**config.mk**
```make
export PLATFORM = sky130hd
export DESIGN_NAME = hpt_div
export DESIGN_NICKNAME = d
export VERILOG_FILES = /design/src/rtl/hpt_div.sv
export SDC_FILE = /design/constraint.sdc
export NUM_CORES = 2
export LEC_CHECK = 0
export BUFFER_PORTS_ARGS = -buffer_cell sky130_fd_sc_hd__buf_2
export CORE_MARGIN = 3
export CORE_UTILIZATION = 50
export DETAILED_ROUTE_END_ITERATION = 16
export GPL_TIMING_DRIVEN = 0
export PLACE_DENSITY = 0.63
export SYNTH_ARGS = -nofsm -noshare
export SYNTH_HDL_FRONTEND = slang
export SYNTH_SLANG_ARGS = --single-unit
```
**constraint.sdc**
```tcl
create_clock -name clock -period 4.6 [get_ports clock]
set_input_delay 0.92 -clock clock [delete_from_list [all_inputs] [get_ports clock]]
set_output_delay 0.92 -clock clock [all_outputs]
set_load 0.02 [all_outputs]
```
**src/rtl/hpt_div.sv**
```systemverilog
// pipelined restoring unsigned divider, one quotient bit per stage, with sideband
// depends on hpt_pkg only through the parameter values given by the top level
`default_nettype none
module hpt_div #(
   parameter int WIDTH  = 32,
   parameter int SIDE_W = 1
) (
   input  wire logic              clock,
   input  wire logic              reset,
   input  wire logic              en,
   input  wire logic              in_valid,
   input  wire logic [WIDTH-1:0]  in_num,
   input  wire logic [WIDTH-1:0]  in_den,
   input  wire logic [SIDE_W-1:0] in_side,
   output logic                   out_valid,
   output logic [WIDTH-1:0]       out_quot,
   output logic [SIDE_W-1:0]      out_side
);

   logic              v_ff    [WIDTH];
   logic [WIDTH-1:0]  rem_ff  [WIDTH];
   logic [WIDTH-1:0]  num_ff  [WIDTH];
   logic [WIDTH-1:0]  den_ff  [WIDTH];
   logic [SIDE_W-1:0] side_ff [WIDTH];

   for (genvar i = 0; i < WIDTH; i++) begin : g_stage
      logic              v_prev;
      logic [WIDTH-1:0]  rem_prev, num_prev, den_prev;
      logic [SIDE_W-1:0] side_prev;
      logic [WIDTH:0]    trial, diff;
      logic [WIDTH-1:0]  rem_in, num_in;

      if (i == 0) begin : g_first
         assign v_prev    = in_valid;
         assign rem_prev  = '0;
         assign num_prev  = in_num;
         assign den_prev  = in_den;
         assign side_prev = in_side;
      end else begin : g_next
         assign v_prev    = v_ff[i-1];
         assign rem_prev  = rem_ff[i-1];
         assign num_prev  = num_ff[i-1];
         assign den_prev  = den_ff[i-1];
         assign side_prev = side_ff[i-1];
      end

      always_comb begin
         trial = {rem_prev, num_prev[WIDTH-1]};
         diff  = trial - {1'b0, den_prev};
         if (!diff[WIDTH]) begin
            rem_in = diff[WIDTH-1:0];
            num_in = {num_prev[WIDTH-2:0], 1'b1};
         end else begin
            rem_in = trial[WIDTH-1:0];
            num_in = {num_prev[WIDTH-2:0], 1'b0};
         end
      end

      always_ff @(posedge clock) begin
         if (reset) begin
            v_ff[i] <= 1'b0;
         end else if (en) begin
            v_ff[i] <= v_prev;
         end
         if (en) begin
            rem_ff[i]  <= rem_in;
            num_ff[i]  <= num_in;
            den_ff[i]  <= den_prev;
            side_ff[i] <= side_prev;
         end
      end
   end

   assign out_valid = v_ff[WIDTH-1];
   assign out_quot  = num_ff[WIDTH-1];
   assign out_side  = side_ff[WIDTH-1];

endmodule
`default_nettype wire

```
# [After elaboration in Yosys (flattened, before gate mapping)]
# Memory sizes are Yosys's and may differ from the RTL's.
# Cells that the tools add are included.
[word_totals] mem_count=5 ramBits=3136 reg_bits=0 elab_cells=171
[mem_list] memory="den_ff" words=32 width=32 read_ports=31 rd_ports_with_merged_regs=0 wr=32 line="23" rtl="logic [WIDTH-1:0] den_ff [WIDTH];"
[mem_list] memory="num_ff" words=32 width=32 read_ports=32 rd_ports_with_merged_regs=0 wr=32 line="22" rtl="logic [WIDTH-1:0] num_ff [WIDTH];"
[mem_list] memory="rem_ff" words=32 width=32 read_ports=31 rd_ports_with_merged_regs=0 wr=32 line="21" rtl="logic [WIDTH-1:0] rem_ff [WIDTH];"
[mem_list] memory="side_ff" words=32 width=1 read_ports=32 rd_ports_with_merged_regs=0 wr=32 line="24" rtl="logic [SIDE_W-1:0] side_ff [WIDTH];"
[mem_list] memory="v_ff" words=32 width=1 read_ports=32 rd_ports_with_merged_regs=0 wr=32 line="20" rtl="logic v_ff [WIDTH];"
[classes] n_bitwise=32 n_mux=102 addsub=32
[ops] op="32-bit 2-to-1 mux" n=32
[ops] op="33-bit by 32-bit subtractor with 33-bit output" n=31
[ops] op="1-bit 2-to-1 mux" n=70
[ops] op="1-bit by 32-bit subtractor with 33-bit output" n=1
[ops] op="1-bit OR" n=32

# [Longest topological paths before layout]
[logic_depth] depth_word=4 mapped_depth=16 depth_no_buf=15

# [Worst setup path before layout]
# No wires, ideal clock.
[synth_path] path_kind="flip-flop to flip-flop" from="mem den_ff[10][0], in the netlist den_ff[0][320]" to="mem rem_ff[11][24], in the netlist rem_ff[0][376] (data pin)" arrival_time_ns=3.552 path_stages_with_launch=15 slack_ns=0.788 n_path_buf=1 path_cell_list="edfxtp_1 -> ha_1 -> fa_1 -> nor2b_1 -> o31ai_1 -> a21oi_1 -> a221oi_1 -> a21oi_1 -> a31oi_1 -> o41ai_1 -> a21o_1 -> a21oi_1 -> xor2_1 -> buf_4 -> mux2_2"
[synth_lines] item="from (decl)" line="23"
[synth_lines] item="to (decl)" line="21"

==> impl.org <==
** STA
- For the pin with the worst max-slew slack, the measured transition is 1100 ps.
- Slew margin rel. :: 26.4%
- Shortest clock period the worst path allows after layout :: 4480 ps
- Final Setup Violations :: 0
- Static timing analysis puts the maximum clock frequency at 223 MHz.
- After layout, the worst path uses 97.5% of the clock period.
- The hold violation total from the final report was 0.
- The count of final max-slew check failures is 0.
- Maximum clock skew at final layout :: 64.2 ps

** Hold path
- Counting instances, the worst hold path has a depth of 1.
- Min-delay worst type :: input pin to flip-flop
- The path with the worst hold slack has its endpoint at num_ff[0][9].
- Hold Startpoint :: in_num[8]

** GRT
- The via count of the first global-routing pass came to 92.0k.
- In the global route stage, met1 resource usage came out at 32.0%.
- GRT Total Usage :: 21.7%
- Largest net degree at the start of global routing :: 192
- met2 is the most crowded layer.
- Global-route wire length before repair :: 536000 µm
- GRT met2 Usage :: 33.9%
- GR Util met3 :: 2.68%
- Global routing finished with a remaining overflow of 0.
- The initial antenna violation count came to 22.

** Critical path
- R2R Setup Slk :: 120 ps
- CP most frequent cell :: sky130_fd_sc_hd__a31oi_1
- Worst path required time :: 5210 ps
- The worst setup path is of the flip-flop to flip-flop kind.
- The worst setup path is launched from a flip-flop.
- Critical path buffer and inverter count :: 2
- Critical Path, Cell by Cell :: ha_1, fa_1, nor2b_1, o2111ai_1, a31oi_2, a21oi_1, o211ai_1, nand4_1, a31oi_1, a31oi_1, o41ai_2, buf_4, buf_2, mux2_2
- The worst setup path is captured at a flip-flop.
- Among cell families on the critical path, the largest total delay comes from compound AO/OA/AOI/OAI gates.
- Highest net fanout along the worst path :: 10
- Counting cells, the worst reg-to-reg path comes to 14.
- Worst flop-to-flop path endpoint :: rem_ff[0][187]
- For this run, the slowest stage of the critical path takes 470 ps.
- Worst path slowest cell :: sky130_fd_sc_hd__edfxtp_1
- In this run the critical register-to-register path is launched from den_ff[0][128].
- Worst endpoint data arrival time :: 5090 ps

** Cells and area
- In the final layout, flip-flops and latches occupy 92200 µm².
- Area of the multi-input gates :: 57300 µm²
- Total of fill cells in the finished design :: 24.9k
- In the final design database the tool counted 13.5k nets.
- Final standard cell count with taps included and fillers excluded :: 16.7k
- The library cell used most frequently in the layout, excluding fill and tap cells, is sky130_fd_sc_hd__edfxtp_1.
- Final design utilization :: 56.5%
- Proportion of layout cells with a drive suffix above 1 :: 13.0%
- Most frequent cells in the layout :: 3072 x sky130_fd_sc_hd__edfxtp_1, 1235 x sky130_fd_sc_hd__inv_1, 992 x sky130_fd_sc_hd__ha_1, 786 x sky130_fd_sc_hd__a21oi_1, 721 x sky130_fd_sc_hd__mux2_2
- From synthesis to final layout, the design area changed by 12.2%.

** Route
- Violation count after the first detailed-route iteration :: 7411
- After detailed routing, the number of vias per cell comes to 5.57.
- Total vias in the final route :: 93.2k
- Dividing the detail-routed wire length by the instance count gives 20.8 µm.
- Number of antenna-violating nets in the routed design :: 0
- Summed over all layers, the routed wires come to 349000 µm.
- Detailed-routing iteration count for the pre-antenna-repair pass :: 5
- Count of unresolved DRC violations after routing :: 0

** Synth
- Total of flip-flops plus latches after synthesis :: 3072
- Cell type with the highest aggregate area in the netlist :: sky130_fd_sc_hd__edfxtp_1
- Post-synthesis instance area :: 154000 µm²
- Number of distinct standard cells referenced by the synthesized netlist :: 91
- Number of enable flip-flop cells after synthesis :: 3072
- Sequential cells were found to cover 59.7% of the synthesized design area.
- Average instance area after synthesis :: 13.0 µm²
- During synthesis, Yosys emitted a total of 0 warnings.
- Ranked by total cell area, the synthesized netlist is headed by sky130_fd_sc_hd__edfxtp_1 60%, sky130_fd_sc_hd__ha_1 8.0%, sky130_fd_sc_hd__mux2_2 5.3%, sky130_fd_sc_hd__xnor2_1 3.2%, sky130_fd_sc_hd__inv_1 3.0%.
- The cell count after synthesis came out at 11.9k.
- After synthesis, the largest area contributor takes up 59.7% of total cell area.
- For this run, the leading register cell type out of synthesis is sky130_fd_sc_hd__edfxtp_1.
- Fraction of registers with async set/reset :: 0%

** Floorplan
- The die covers 316000 µm².
- In this run the vertical extent of the chip is 562 µm.
- Initial core utilization :: 50.4%
- Core area :: 307000 µm²
- Number of core rows :: 203
- The floorplan step set the die width to 562 µm.
- During I/O placement, the number of pins put on the boundary was 103.

** Flow run
- Max Cap Viol :: 0

** Status
- Result of the run :: complete, no violations

** Clocking
- Sinks on the clock net :: 3072
- CTS built an H-tree with a depth of 5.
- The longest clock path from root to sink contains 4 buffers.
- In this run, post-CTS hold repair placed 0 buffers.
- TritonCTS created 333 clock buffers.
- The clock reaches the later pin of the worst-skew pair after 900 ps.
- Clock Tree Root :: sky130_fd_sc_hd__clkbuf_16
- Clock tree from TritonCTS :: built
- Clock transition time at the flip-flop clock pins of the worst setup and hold paths :: 60 ps

** Placed design
- Routability-driven placement finished with a final weighted congestion of 0.912.
- Number of cells in the design after placement :: 16.1k
- Port buffering added 102 buffers.
- Post-DP HPWL :: 257000 µm

** Power
- In this run the static leakage power is 0.0697 µW.
- Overall power consumption after layout is estimated at 132000 µW.
- VDD sags by at most 0.389 mV.
- Power per standard cell area :: 763 nW/µm²
## metal layers
layer | wire (µm) | part of all wire [%]
met1 | 166000 | 47
met2 | 156000 | 45
met3 | 17600 | 5.1
met4 | 9700 | 2.8
met5 | 0 | 0
## cells by family after synthesis
family / share of synthesized area [%]
muxes: 5.96
DFF: 59.7
and+or+nand+nor: 5.86
adders and majority gates: 8.44
other: 0.00243
xor gates and xnor gates: 4.70
buffers and inverters: 3.64
AOI/OAI and AO/OA: 11.7
## metrics by stage
| step | cell area [µm²] | hold slack (ps) | setup WS [ps] | setup TNS [ps] |
|---|---|---|---|---|
| floorplan | 154000 | 400 | 788 | 0 |
| global placement | 160000 | 400 | -47010 | - |
| detailed placement | 161000 | 405 | -1880 | -1516370 |
| CTS | 173000 | 87.6 | 0.486 | 0 |
| global route | 173000 | 125 | -24.2 | -260 |
| finish | 173000 | 185 | 115 | 0 |
## synth_stat cells (all sizes together) (51+ instances only)
library cell     n
and2            67
o21bai          89
o21ai          578
o31ai           53
o21a           173
nor3            61
xnor2          566
nand2b         130
buf             67
a21oi          801
mux2           748
inv           1239
a21o           542
nand3          175
a31oi          101
a211oi          54
and3            72
nand4           93
mux2i           68
xor2           263
o211ai          51
nor2b          142
nor2           430
nand2          514
clkbuf         166
ha             993
edfxtp        3072
## how the worst max path moves through the flow
stage,startpoint,end,slack [ps],cells past startpoint
after CTS,den_ff[0][128],rem_ff[0][167],0.5,14
after global placement,en,v_ff[0][0],-47010,2
after floorplan,den_ff[0][320],rem_ff[0][376],790,14
after global routing,num_ff[1][319],rem_ff[1][340],-20,15
after detailed placement,en,v_ff[0][7],-1880,7
final,den_ff[0][128],rem_ff[0][187],120,14
## worst reg2reg max path: stages, from the launching register on
cell and delay, ps:
sky130_fd_sc_hd__edfxtp_1 470, sky130_fd_sc_hd__ha_1 260, sky130_fd_sc_hd__fa_1 420, sky130_fd_sc_hd__nor2b_1 210, sky130_fd_sc_hd__o2111ai_1 190, sky130_fd_sc_hd__a31oi_2 300, sky130_fd_sc_hd__a21oi_1 190, sky130_fd_sc_hd__o211ai_1 350
sky130_fd_sc_hd__nand4_1 210, sky130_fd_sc_hd__a31oi_1 410, sky130_fd_sc_hd__a31oi_1 170, sky130_fd_sc_hd__o41ai_2 90, sky130_fd_sc_hd__buf_4 250, sky130_fd_sc_hd__buf_2 330, sky130_fd_sc_hd__mux2_2 390
## report_power, final
group          internal [µW]  leakage, µW  switching (µW)
logic                  27700       0.0343           33000
registers              40700       0.0301            4190
clock network          15500      0.00529           11100
## layout make-up
class	instances	share of cell area, %
flip-flops and latches	3072	53.3
diodes	6	0.00867
repair buffers	165	0.985
inverters	1239	2.69
multi-input cells	7322	33.1
clock inverters	216	1.38
clock buffers	388	4.95
well taps	4100	2.96
plain buffers	232	0.664
## flip-flops by register name (all words and copies together), names as in the netlist
| register | flops |
|---|---|
| num_ff | 1024 |
| den_ff | 992 |
| rem_ff | 992 |
| side_ff | 32 |
| v_ff | 32 |
## what timing repair did
action                                 4_1_cts  5_1_grt
pin swaps                                   12        6
setup endpoints to repair                 1246      796
endpoints found under the hold margin        0        0
gates cloned                                 7        2
setup buffers                               25       10
resized for setup                          154       98
Power figures use the tool's default switching activity.
